--- src/masked_grayscale_invert_blend_defines.svh ---
// Assertion macros shared by the blend pipeline.
`ifndef MASKED_GRAYSCALE_INVERT_BLEND_DEFINES_SVH
`define MASKED_GRAYSCALE_INVERT_BLEND_DEFINES_SVH

// Same-cycle implication, checked outside reset.
`define MGIB_ASSERT_NOW(lbl, clk, rst_n, ante, cons) \
    lbl: assert property (@(posedge clk) disable iff (!rst_n) (ante) |-> (cons)) \
        else $error("mgib same-cycle check failed");

// Next-cycle implication, checked outside reset.
`define MGIB_ASSERT_NEXT(lbl, clk, rst_n, ante, cons) \
    lbl: assert property (@(posedge clk) disable iff (!rst_n) (ante) |=> (cons)) \
        else $error("mgib next-cycle check failed");

`endif

--- src/mgib_pkg.sv ---
package mgib_pkg;

    localparam int unsigned NumCh  = 4;

    localparam logic [7:0] LumaWr    = 8'd54;
    localparam logic [7:0] LumaWg    = 8'd183;
    localparam logic [7:0] LumaWb    = 8'd19;
    localparam logic [7:0] LumaRound = 8'd128;
    localparam logic [7:0] MixRound  = 8'd127;
    localparam logic [7:0] FullMix   = 8'd255;

    typedef enum logic [1:0] {
        REG_FILTER_MODE = 2'd0,
        REG_USE_MASK    = 2'd1,
        REG_STRENGTH    = 2'd2,
        REG_UNUSED      = 2'd3
    } t_reg_idx;

    typedef enum logic {
        MODE_GRAY   = 1'b0,
        MODE_INVERT = 1'b1
    } t_mode;

    typedef struct packed {
        t_mode      filter_mode;
        logic       use_mask;
        logic [7:0] strength;
    } t_cfg;

    // Exact x/255 for x below 65280.
    function automatic logic [7:0] div255(input logic [15:0] x);
        logic [16:0] t;
        t = {1'b0, x} + {9'd0, x[15:8]} + 17'd1;
        return t[15:8];
    endfunction

endpackage

--- src/mgib_ifs.sv ---
interface mgib_in_if;
    logic        valid;
    logic        ready;
    logic [31:0] source_pixel;
    logic [31:0] current_pixel;
    logic [7:0]  mask_level;
    modport source (output valid, source_pixel, current_pixel, mask_level, input ready);
    modport sink (input valid, source_pixel, current_pixel, mask_level, output ready);
endinterface

interface mgib_out_if;
    logic        valid;
    logic        ready;
    logic [31:0] result_pixel;
    modport source (output valid, result_pixel, input ready);
    modport sink (input valid, result_pixel, output ready);
endinterface

interface mgib_cfg_if;
    logic       valid;
    logic       ready;
    logic [1:0] index;
    logic [7:0] data;
    modport source (output valid, index, data, input ready);
    modport sink (input valid, index, data, output ready);
endinterface

--- src/mgib_cfg_regs.sv ---
module mgib_cfg_regs
    import mgib_pkg::*;
(
    input  logic       i_clk,
    input  logic       i_rst_n,
    mgib_cfg_if.sink   i_cfg,
    output t_cfg       o_cfg
);

    t_cfg r_cfg;

    assign i_cfg.ready = 1'b1;
    assign o_cfg       = r_cfg;

    always_ff @(posedge i_clk) begin
        if (!i_rst_n) begin
            r_cfg.filter_mode <= MODE_GRAY;
            r_cfg.use_mask    <= 1'b0;
            r_cfg.strength    <= FullMix;
        end else if (i_cfg.valid) begin
            case (t_reg_idx'(i_cfg.index))
                REG_FILTER_MODE: r_cfg.filter_mode <= t_mode'(i_cfg.data[0]);
                REG_USE_MASK:    r_cfg.use_mask    <= i_cfg.data[0];
                REG_STRENGTH:    r_cfg.strength    <= i_cfg.data;
                default: ;
            endcase
        end
    end

endmodule

--- src/mgib_effect.sv ---
module mgib_effect
    import mgib_pkg::*;
(
    input  t_mode       i_mode,
    input  logic [31:0] i_src,
    output logic [31:0] o_eff
);

    logic [7:0]  a, r, g, b, luma, gray;
    logic [15:0] sum;
    logic [7:0]  inv [3];

    assign a = i_src[31:24];
    assign r = i_src[23:16];
    assign g = i_src[15:8];
    assign b = i_src[7:0];

    always_comb begin
        sum  = 16'(r * LumaWr) + 16'(g * LumaWg) + 16'(b * LumaWb) + {8'd0, LumaRound};
        luma = sum[15:8];
        gray = (luma > a) ? a : luma;
        for (int i = 0; i < 3; i++) begin
            // Colour above alpha saturates to zero.
            inv[i] = (a > i_src[i*8 +: 8]) ? (a - i_src[i*8 +: 8]) : 8'd0;
        end
        case (i_mode)
            MODE_INVERT: o_eff = {a, inv[2], inv[1], inv[0]};
            MODE_GRAY:   o_eff = {a, gray, gray, gray};
            default:     o_eff = {a, gray, gray, gray};
        endcase
    end

endmodule

--- src/masked_grayscale_invert_blend.sv ---
// Results leave on the output from the last of four pipeline registers; the
// first of the four loads at the accepting edge.
// Throughput: one pixel per clock; a stalled output only holds the full
// stages behind it, and any bubble ahead of a full stage is filled.
// Reset (i_rst_n low, synchronous) empties the pipeline and sets grayscale
// mode, unmasked mix and strength 255.
`include "masked_grayscale_invert_blend_defines.svh"

module masked_grayscale_invert_blend
    import mgib_pkg::*;
(
    input  logic      i_clk,
    input  logic      i_rst_n,
    mgib_cfg_if.sink  i_cfg,
    mgib_in_if.sink   i_in,
    mgib_out_if.source o_out
);

    t_cfg        cfg;
    logic [31:0] eff;

    logic        r_v1, r_v2, r_v3, r_v4;
    logic        rdy1, rdy2, rdy3, rdy4;

    logic [31:0] r_cur1, r_eff1;
    logic [15:0] r_msrc1;
    logic        r_umask1;
    logic [31:0] r_cur2, r_eff2;
    logic [7:0]  r_mix2;
    logic [15:0] r_prod3 [NumCh];
    logic [31:0] r_res4;

    logic [15:0] n_msrc;
    logic [7:0]  n_mix;
    logic [15:0] n_prod [NumCh];
    logic [31:0] n_res;

    mgib_cfg_regs u_cfg (
        .i_clk   (i_clk),
        .i_rst_n (i_rst_n),
        .i_cfg   (i_cfg),
        .o_cfg   (cfg)
    );

    mgib_effect u_eff (
        .i_mode (cfg.filter_mode),
        .i_src  (i_in.source_pixel),
        .o_eff  (eff)
    );

    assign rdy4 = !r_v4 || o_out.ready;
    assign rdy3 = !r_v3 || rdy4;
    assign rdy2 = !r_v2 || rdy3;
    assign rdy1 = !r_v1 || rdy2;

    assign i_in.ready        = rdy1;
    assign o_out.valid       = r_v4;
    assign o_out.result_pixel = r_res4;

    always_comb begin
        n_msrc = cfg.use_mask ? (16'(i_in.mask_level * cfg.strength) + {8'd0, MixRound})
                              : {8'd0, cfg.strength};
        n_mix  = r_umask1 ? div255(r_msrc1) : r_msrc1[7:0];
        for (int i = 0; i < NumCh; i++) begin
            n_prod[i] = 16'(r_cur2[i*8 +: 8] * (FullMix - r_mix2))
                      + 16'(r_eff2[i*8 +: 8] * r_mix2) + {8'd0, MixRound};
        end
        for (int i = 0; i < NumCh; i++) begin
            n_res[i*8 +: 8] = div255(r_prod3[i]);
        end
    end

    always_ff @(posedge i_clk) begin
        if (!i_rst_n) begin
            r_v1 <= 1'b0;
            r_v2 <= 1'b0;
            r_v3 <= 1'b0;
            r_v4 <= 1'b0;
        end else begin
            if (rdy1) r_v1 <= i_in.valid;
            if (rdy2) r_v2 <= r_v1;
            if (rdy3) r_v3 <= r_v2;
            if (rdy4) r_v4 <= r_v3;
        end
    end

    always_ff @(posedge i_clk) begin
        if (rdy1 && i_in.valid) begin
            r_cur1   <= i_in.current_pixel;
            r_eff1   <= eff;
            r_msrc1  <= n_msrc;
            r_umask1 <= cfg.use_mask;
        end
        if (rdy2 && r_v1) begin
            r_cur2 <= r_cur1;
            r_eff2 <= r_eff1;
            r_mix2 <= n_mix;
        end
        if (rdy3 && r_v2) begin
            r_prod3 <= n_prod;
        end
        if (rdy4 && r_v3) begin
            r_res4 <= n_res;
        end
    end

    `MGIB_ASSERT_NEXT(a_accept_fills, i_clk, i_rst_n, i_in.valid && i_in.ready, r_v1)
    `MGIB_ASSERT_NEXT(a_s2_holds, i_clk, i_rst_n, r_v2 && !rdy3, r_v2 && $stable(r_mix2))
    `MGIB_ASSERT_NEXT(a_s3_holds, i_clk, i_rst_n, r_v3 && !rdy4, r_v3)
    `MGIB_ASSERT_NEXT(a_out_drains, i_clk, i_rst_n, o_out.valid && o_out.ready && !r_v3,
                      !o_out.valid)

endmodule
--- src/flat_wrapper.sv ---
// flat-port wrapper written by rule: the top's interface ports become plain ports
module masked_grayscale_invert_blend_flat import mgib_pkg::*;
  (i_clk, i_rst_n, i_cfg_valid, i_cfg_index, i_cfg_data, i_cfg_ready, i_in_valid, i_in_source_pixel, i_in_current_pixel, i_in_mask_level, i_in_ready, o_out_valid, o_out_result_pixel, o_out_ready);
  mgib_cfg_if i_cfg_i ();
  mgib_in_if i_in_i ();
  mgib_out_if o_out_i ();
  input  logic i_clk;
  input  logic i_rst_n;
  input wire logic [$bits(i_cfg_i.valid)-1:0] i_cfg_valid;
  input wire logic [$bits(i_cfg_i.index)-1:0] i_cfg_index;
  input wire logic [$bits(i_cfg_i.data)-1:0] i_cfg_data;
  output wire logic [$bits(i_cfg_i.ready)-1:0] i_cfg_ready;
  input wire logic [$bits(i_in_i.valid)-1:0] i_in_valid;
  input wire logic [$bits(i_in_i.source_pixel)-1:0] i_in_source_pixel;
  input wire logic [$bits(i_in_i.current_pixel)-1:0] i_in_current_pixel;
  input wire logic [$bits(i_in_i.mask_level)-1:0] i_in_mask_level;
  output wire logic [$bits(i_in_i.ready)-1:0] i_in_ready;
  output wire logic [$bits(o_out_i.valid)-1:0] o_out_valid;
  output wire logic [$bits(o_out_i.result_pixel)-1:0] o_out_result_pixel;
  input wire logic [$bits(o_out_i.ready)-1:0] o_out_ready;
  assign i_cfg_i.valid = i_cfg_valid;
  assign i_cfg_i.index = i_cfg_index;
  assign i_cfg_i.data = i_cfg_data;
  assign i_cfg_ready = i_cfg_i.ready;
  assign i_in_i.valid = i_in_valid;
  assign i_in_i.source_pixel = i_in_source_pixel;
  assign i_in_i.current_pixel = i_in_current_pixel;
  assign i_in_i.mask_level = i_in_mask_level;
  assign i_in_ready = i_in_i.ready;
  assign o_out_valid = o_out_i.valid;
  assign o_out_result_pixel = o_out_i.result_pixel;
  assign o_out_i.ready = o_out_ready;
  masked_grayscale_invert_blend u_core (.i_clk(i_clk), .i_rst_n(i_rst_n), .i_cfg(i_cfg_i), .i_in(i_in_i), .o_out(o_out_i));
endmodule
--- config.mk ---
export PLATFORM = sky130hd
export DESIGN_NAME = masked_grayscale_invert_blend_flat
export DESIGN_NICKNAME = d
export VERILOG_FILES = /design/src/mgib_pkg.sv /design/src/mgib_ifs.sv /design/src/mgib_cfg_regs.sv /design/src/mgib_effect.sv /design/src/masked_grayscale_invert_blend.sv /design/src/flat_wrapper.sv
export VERILOG_INCLUDE_DIRS = /design/src /design/src/src
export SDC_FILE = /design/constraint.sdc
export NUM_CORES = 2
export LEC_CHECK = 0
export ABC_CLOCK_PERIOD_IN_PS = 9400
export BUFFER_PORTS_ARGS = -buffer_cell sky130_fd_sc_hd__buf_2
export CORE_MARGIN = 3
export CORE_UTILIZATION = 30
export CTS_CLUSTER_SIZE = 12
export DETAILED_ROUTE_END_ITERATION = 10
export SETUP_SLACK_MARGIN = 0.1
export SYNTH_ARGS = -nofsm -noshare
export SYNTH_HDL_FRONTEND = slang
export SYNTH_SLANG_ARGS = --single-unit
export TNS_END_PERCENT = 10
--- constraint.sdc ---
create_clock -name i_clk -period 9.4 [get_ports i_clk]
set_input_delay 1.41 -clock i_clk [delete_from_list [all_inputs] [get_ports i_clk]]
set_output_delay 1.41 -clock i_clk [all_outputs]
set_load 0.005 [all_outputs]
# After elaboration in Yosys (flattened, before gate mapping)
# Index checks and enable logic that the tools add are counted.
dict set report word_totals {
  out_inout_bits 35
  word_cells 88
  reg_bits 263
  input_bits 87
}
dict set report classes {
  reduce_logical 16
  mul 12
  magnitude_cmp 4
  n_bitwise 1
  n_mux 7
  eq_ne 2
  n_addsub 26
}
# operator n
set op_table {}
lappend op_table {{$add 16x1->16 const B} 5}
lappend op_table {{$add 16x7->16 const B} 5}
lappend op_table {{$add 16x8->16} 5}
lappend op_table {{$mul 8x8->16} 5}
lappend op_table {{$add 16x16->16} 4}
lappend op_table {{$mul 8x16->16} 4}
lappend op_table {{$pmux 32 s2} 1}
lappend op_table {{$mux 8} 6}
lappend op_table {{$gt 8x8->1} 4}
lappend op_table {{$mul 8x5->13 const B} 2}
lappend op_table {{$sub 8x8->8} 3}
lappend op_table {{$add 14x16->16} 1}
lappend op_table {{$add 16x13->16} 1}
lappend op_table {{$add 16x8->16 const B} 1}
lappend op_table {{$mul 8x8->16 const B} 1}
lappend op_table {{$sub 8x8->9 const A} 1}
lappend op_table {{$reduce_and 2->1} 3}
lappend op_table {{$logic_and 1x1->1} 4}
lappend op_table {{$logic_not 1->1} 4}
lappend op_table {{$logic_or 1x1->1} 4}
lappend op_table {{$eq 2x1->1 const B} 1}
lappend op_table {{$eq 2x2->1 const B} 1}
lappend op_table {{$logic_not 2->1} 1}
lappend op_table {{$not 1->1} 1}

# Logic depth before layout (Yosys ltp)
dict set report logic_depth {
  word_depth 7
  ltp_mapped 35
  depth_no_buf 35
}

# Hierarchy
# From an unflattened synthesis, not the netlist that was laid out.
dict set report unflattened {
  cells_unflattened 3336
  hier_area_um2 34748.3
}
# mod cells_each instances area_per_inst_um2 seq_area_each_um2
set by_module_without_submodules {}
lappend by_module_without_submodules {masked_grayscale_invert_blend 2700 1 29199.3 7557.2}
lappend by_module_without_submodules {mgib_effect 587 1 5073.6 0.0}
lappend by_module_without_submodules {mgib_cfg_regs 49 1 475.5 200.2}

# Worst setup path after synthesis
# OpenSTA, ideal clock, no wires.
dict set report synth_timing {
  path_type {input to register}
  from {in i_in_source_pixel[17]}
  to {reg u_core.r_eff1[6], data pin}
  t_arrival_ns 9.251
  slack_ns -0.110
  path_stages 33
  t_required_ns 9.141
  n_path_buf 0
  setup_ns 0.259
  cell_sequence {ha_1 > inv_1 > fa_1 > fa_1 > inv_1 > ha_1 > o21ai_0 > a21boi_0 > nor2_1 > fa_1 > ha_1 > fa_1 > inv_1 > fa_1 > inv_1 > fa_1 > inv_1 > fa_1 > inv_1 > ha_1 > or4_1 > o22a_2 > a31oi_1 > nor2b_1 > xor2_1 > ha_1 > nand2_1 > o21ai_0 > mux2i_1 > a21oi_1 > nor2_1 > a22o_1 > or2_1}
}
dict set report synth_between {
  elab_chain_len 7
}
# element line_no
set synth_rtl {}
lappend synth_rtl {{start: declaration} flat_wrapper.sv:14} ;# input wire logic [$bits(i_in_i.source_pixel)-1:0] i_in_source_pixel;
lappend synth_rtl {{$mul 8x5->13 *} mgib_effect.sv:19} ;# sum = 16'(r * LumaWr) + 16'(g * LumaWg) + 16'(b * LumaWb) + {8'd0, LumaRound};
lappend synth_rtl {{$add 14x16->16 *} mgib_effect.sv:19}
lappend synth_rtl {{$add 16x13->16 *} mgib_effect.sv:19}
lappend synth_rtl {{$add 16x8->16 *} mgib_effect.sv:19}
lappend synth_rtl {{$gt 8x8->1} mgib_effect.sv:21} ;# gray = (luma > a) ? a : luma;
lappend synth_rtl {{$mux 8 *} mgib_effect.sv:21}
lappend synth_rtl {{$pmux 32 s2 *} mgib_effect.sv:26} ;# case (i_mode)
lappend synth_rtl {{named net u_core.eff[6]} masked_grayscale_invert_blend.sv:20} ;# logic [31:0] eff;
lappend synth_rtl {{end signal: assignment} masked_grayscale_invert_blend.sv:90} ;# r_eff1 <= eff;
lappend synth_rtl {{end: declaration} masked_grayscale_invert_blend.sv:25} ;# logic [31:0] r_cur1, r_eff1;
# The timed path passes the listed nets; every way through them passes the cells marked *. The select of a mux whose other input is x is not followed.
# A chain may end at the register's enable or synchronous reset.

# Final worst setup path
dict set report layout_timing {
  from {in i_in_source_pixel[17]}
  to {reg u_core.r_eff1[10], data pin}
}
# The elaborated chain is that of the path after synthesis.

==> reports/qor.txt <==
CRITICAL PATH
-------------------------------------------------------------------------------
Most Frequent Cell on Critical Path ..............................         fa_1
Slowest cell on crit path ........................................         fa_1
Crit path DAT ....................................................      9.28 ns
Crit path launch ................................................. i_in_source_pixel[17]
Data required time at the worst endpoint .........................      9.66 ns
Critical path's largest stage delay ..............................      0.52 ns
Sort of element at the start of the critical path ................ primary input
Start-to-end type of the worst setup path ........................       in2reg
Capturing element type of the critical path ......................    flip-flop
Critical path fanouts, max .......................................            4
Register-to-register setup slack .................................      2.80 ns
R2R Path Start ................................................... u_core.r_mix2[0]
Cell depth of the worst flop-to-flop path ........................           18

STA
-------------------------------------------------------------------------------
Transition at the pin with the smallest max-transition slack .....      1.02 ns
Maximum achievable frequency .....................................      111 MHz
RSZ-0062 raised after global routing .............................         true
Max-Slew Margin vs Limit .........................................        32.3%
Number of setup violations in the final report ...................            0
Post-route clock skew ............................................    0.0230 ns
Number of endpoints with negative hold slack in the final report .            0
Time the final worst path needs with I/O delays and setup ........      9.01 ns
Final hold slack .................................................     0.417 ns
Max-slew violation count .........................................            0
Period utilization ...............................................        95.9%

FLOORPLAN
-------------------------------------------------------------------------------
DIE WIDTH ........................................................  342 microns
# IOs ............................................................          122
Initial standard-cell utilization of the core ....................        30.5%
# rows ...........................................................          122
Die Y ............................................................  342 microns
Die outline area ................................................. 117,000 sq um
CORE AREA ........................................................ 111,000 sq um

SYNTHESIS
-------------------------------------------------------------------------------
Cell type with the highest aggregate area in the netlist .........         fa_1
Synthesized area per cell ........................................   10.4 sq um
Cells taking the most area after synthesis ....................... fa_1 31%, edfxtp_1 22%, ha_1 15%, inv_1 7.5%, nor2b_1 2.9%
Top-area cell type share of the netlist area .....................        30.7%
Share of synthesized area occupied by flip-flops and latches .....        22.8%
Combined area of all synthesized cells ........................... 34,000 sq um
Count of yosys warnings during synthesis .........................            0
Asr flop ratio synth .............................................           0%
Count of cell types in the netlist ...............................           64
Synth Flop Type ..................................................     edfxtp_1
Post-synth EDFFs .................................................          249
Number of synthesized register bits ..............................          263
Most frequent cell after synthesis ...............................        inv_1
Post-synthesis net count .........................................        4,279
Post-Synthesis Cells .............................................        3,256
Commonest cells post-synth ....................................... 677 x inv_1, 521 x fa_1, 415 x ha_1

STATUS
-------------------------------------------------------------------------------
Outcome .......................................................... finished clean

PLACED DESIGN
-------------------------------------------------------------------------------
Detailed-placement wirelength estimate ...........................      59.8 mm
Final RePlAce weighted congestion ................................        0.846
Count of port buffers added during placement .....................          120
Placement Cell Area .............................................. 36,600 sq um

CLOCK TREE
-------------------------------------------------------------------------------
Total of hold buffers inserted after clock tree synthesis ........            0
Number of buffers inserted during clock tree synthesis ...........           34
Maximum root-to-sink buffer count ................................            3
Count of H-tree levels built during CTS ..........................            2
Clock sinks ......................................................          263
Worst-path clk slew ..............................................      0.06 ns
Clk Latency, worst-skew pair .....................................      0.55 ns
CTS tree .........................................................         done
Buffer cell driving the clock tree root ..........................    clkbuf_16

MIN PATH
-------------------------------------------------------------------------------
Hold path start .................................................. u_core.r_eff1[10]
Worst min path class .............................................      reg2reg
Hold depth .......................................................            0

FLOW RUN
-------------------------------------------------------------------------------
Number of violations of the max-capacitance limit ................            0

ROUTING
-------------------------------------------------------------------------------
Violation count after the first detailed-routing iteration .......          947
Number of DRC violations after detailed routing ..................            0
First-pass detailed-route iteration total ........................            5
Total via count after detailed routing ...........................       22,053
Count of nets left with antenna violations after detail routing ..            0
WL/cell .......................................................... 15.2 microns
Wire length after detailed routing ...............................      74.3 mm
Post-DR vias/cell ................................................         4.51

GLOBAL ROUTING
-------------------------------------------------------------------------------
Largest net degree at the start of global routing ................           65
Wire length of the first global-routing pass .....................       125 mm
Gr usage total ...................................................        13.2%
Aggregate global routing overflow ................................            0
Antenna violations before repair .................................            2
Number of global-route vias before repair ........................       23,615

FINAL LAYOUT
-------------------------------------------------------------------------------
Fraction of layout cells with a size suffix above 1 ..............        7.22%
Area growth syn-to-layout ........................................        10.9%
Count of nets after finishing ....................................        4,403
Final design area excluding fillers .............................. 37,700 sq um

cell usage in the layout (no fill, tap or decap), drive strengths merged, types with 8 or more instances in the layout:
master	netlist	final
clkbuf	71	38
and3	9	9
nand3	35	35
clkinv	1	15
a21o	33	33
nand2	244	244
a31oi	8	8
o21a	24	24
nand2b	135	135
edfxtp	249	249
ha	415	415
nand4	15	15
or3	8	8
and2	147	147
nor3	19	19
buf	7	166
fa	521	521
nor2	84	84
a21oi	80	80
xor2	42	42
xnor2	95	95
inv	677	681
o21ai	48	48
dfxtp	14	14
nor2b	159	159
worst max-delay path, delay by kind of cell:
kind,cells,cell delay [ns]
and+or+nand+nor,2,0.20
AOI/OAI and AO/OA,10,1.89
adders and majority gates,12,4.76
buffers and inverters,8,0.62
muxes,2,0.41
final cells by class:
class | instances | area (sq um)
sequential | 263 | 7760
inverter | 678 | 2540
timing repair buffer | 166 | 996
multi-input combinational | 2237 | 23400
clock inverter | 23 | 211
fill | 11436 | 73800
clock buffer | 38 | 866
tap | 1488 | 1860
antenna | 1 | 2.50
final timing paths:
path                        endpoint
hold reg to reg    u_core.r_eff2[10]
setup reg to reg  u_core.r_prod3[63]
setup / recovery   u_core.r_eff1[10]
hold / removal     u_core.r_eff2[10]
registers in the layout, indices dropped and copies added, names as in the netlist, 8 cells and up:
register and count:
u_core.r_cur1 32, u_core.r_mix2 8, u_core.o_out.result_pixel 32, u_core.r_eff2 32
u_core.r_cur2 32, u_core.r_msrc1 16, u_core.r_prod3 64, u_core.r_eff1 32
u_core.u_cfg.o_cfg 10
kinds of logic after synthesis:
family | share of synthesized area, %
XOR/XNOR | 3.53
other | 0.0110
adder cells (fa/ha/maj) | 46.0
multiplexers | 0.438
flip-flops | 22.8
AO/OA/AOI/OAI | 5.17
AND/OR/NAND/NOR | 13.6
buffers and inverters | 8.37
per-stage QoR:
step                      instances  setup TNS [ns]  worst slack [ns]  util (%)
after global routing           4893               0           0.00803      33.8
after detailed placement       4831           -5.05            -0.270      32.8
after CTS                      4892               0             0.330      33.8
final                          4894               0             0.387      33.8
after global placement         4831           -4.56            -0.258      32.8
after floorplan                3256               0             0.105         -
timing repair:
item,4_1_cts,5_1_grt
setup endpoints to repair,0,24
setup buffers,0,1
resized for setup,0,7
layer usage:
metal  track usage [%]  part of all wire, %  up-vias
met4              2.28                  1.4        0
met5                 0                    0        -
met3              1.68                  3.5       63
met2              22.2                   48      291
li1                  -                    -    10508
met1              18.4                   47    11191
Power is left out: the tool's default activity adds up to more than one toggle a clock period on the data nets, which glitch-free logic cannot reach.
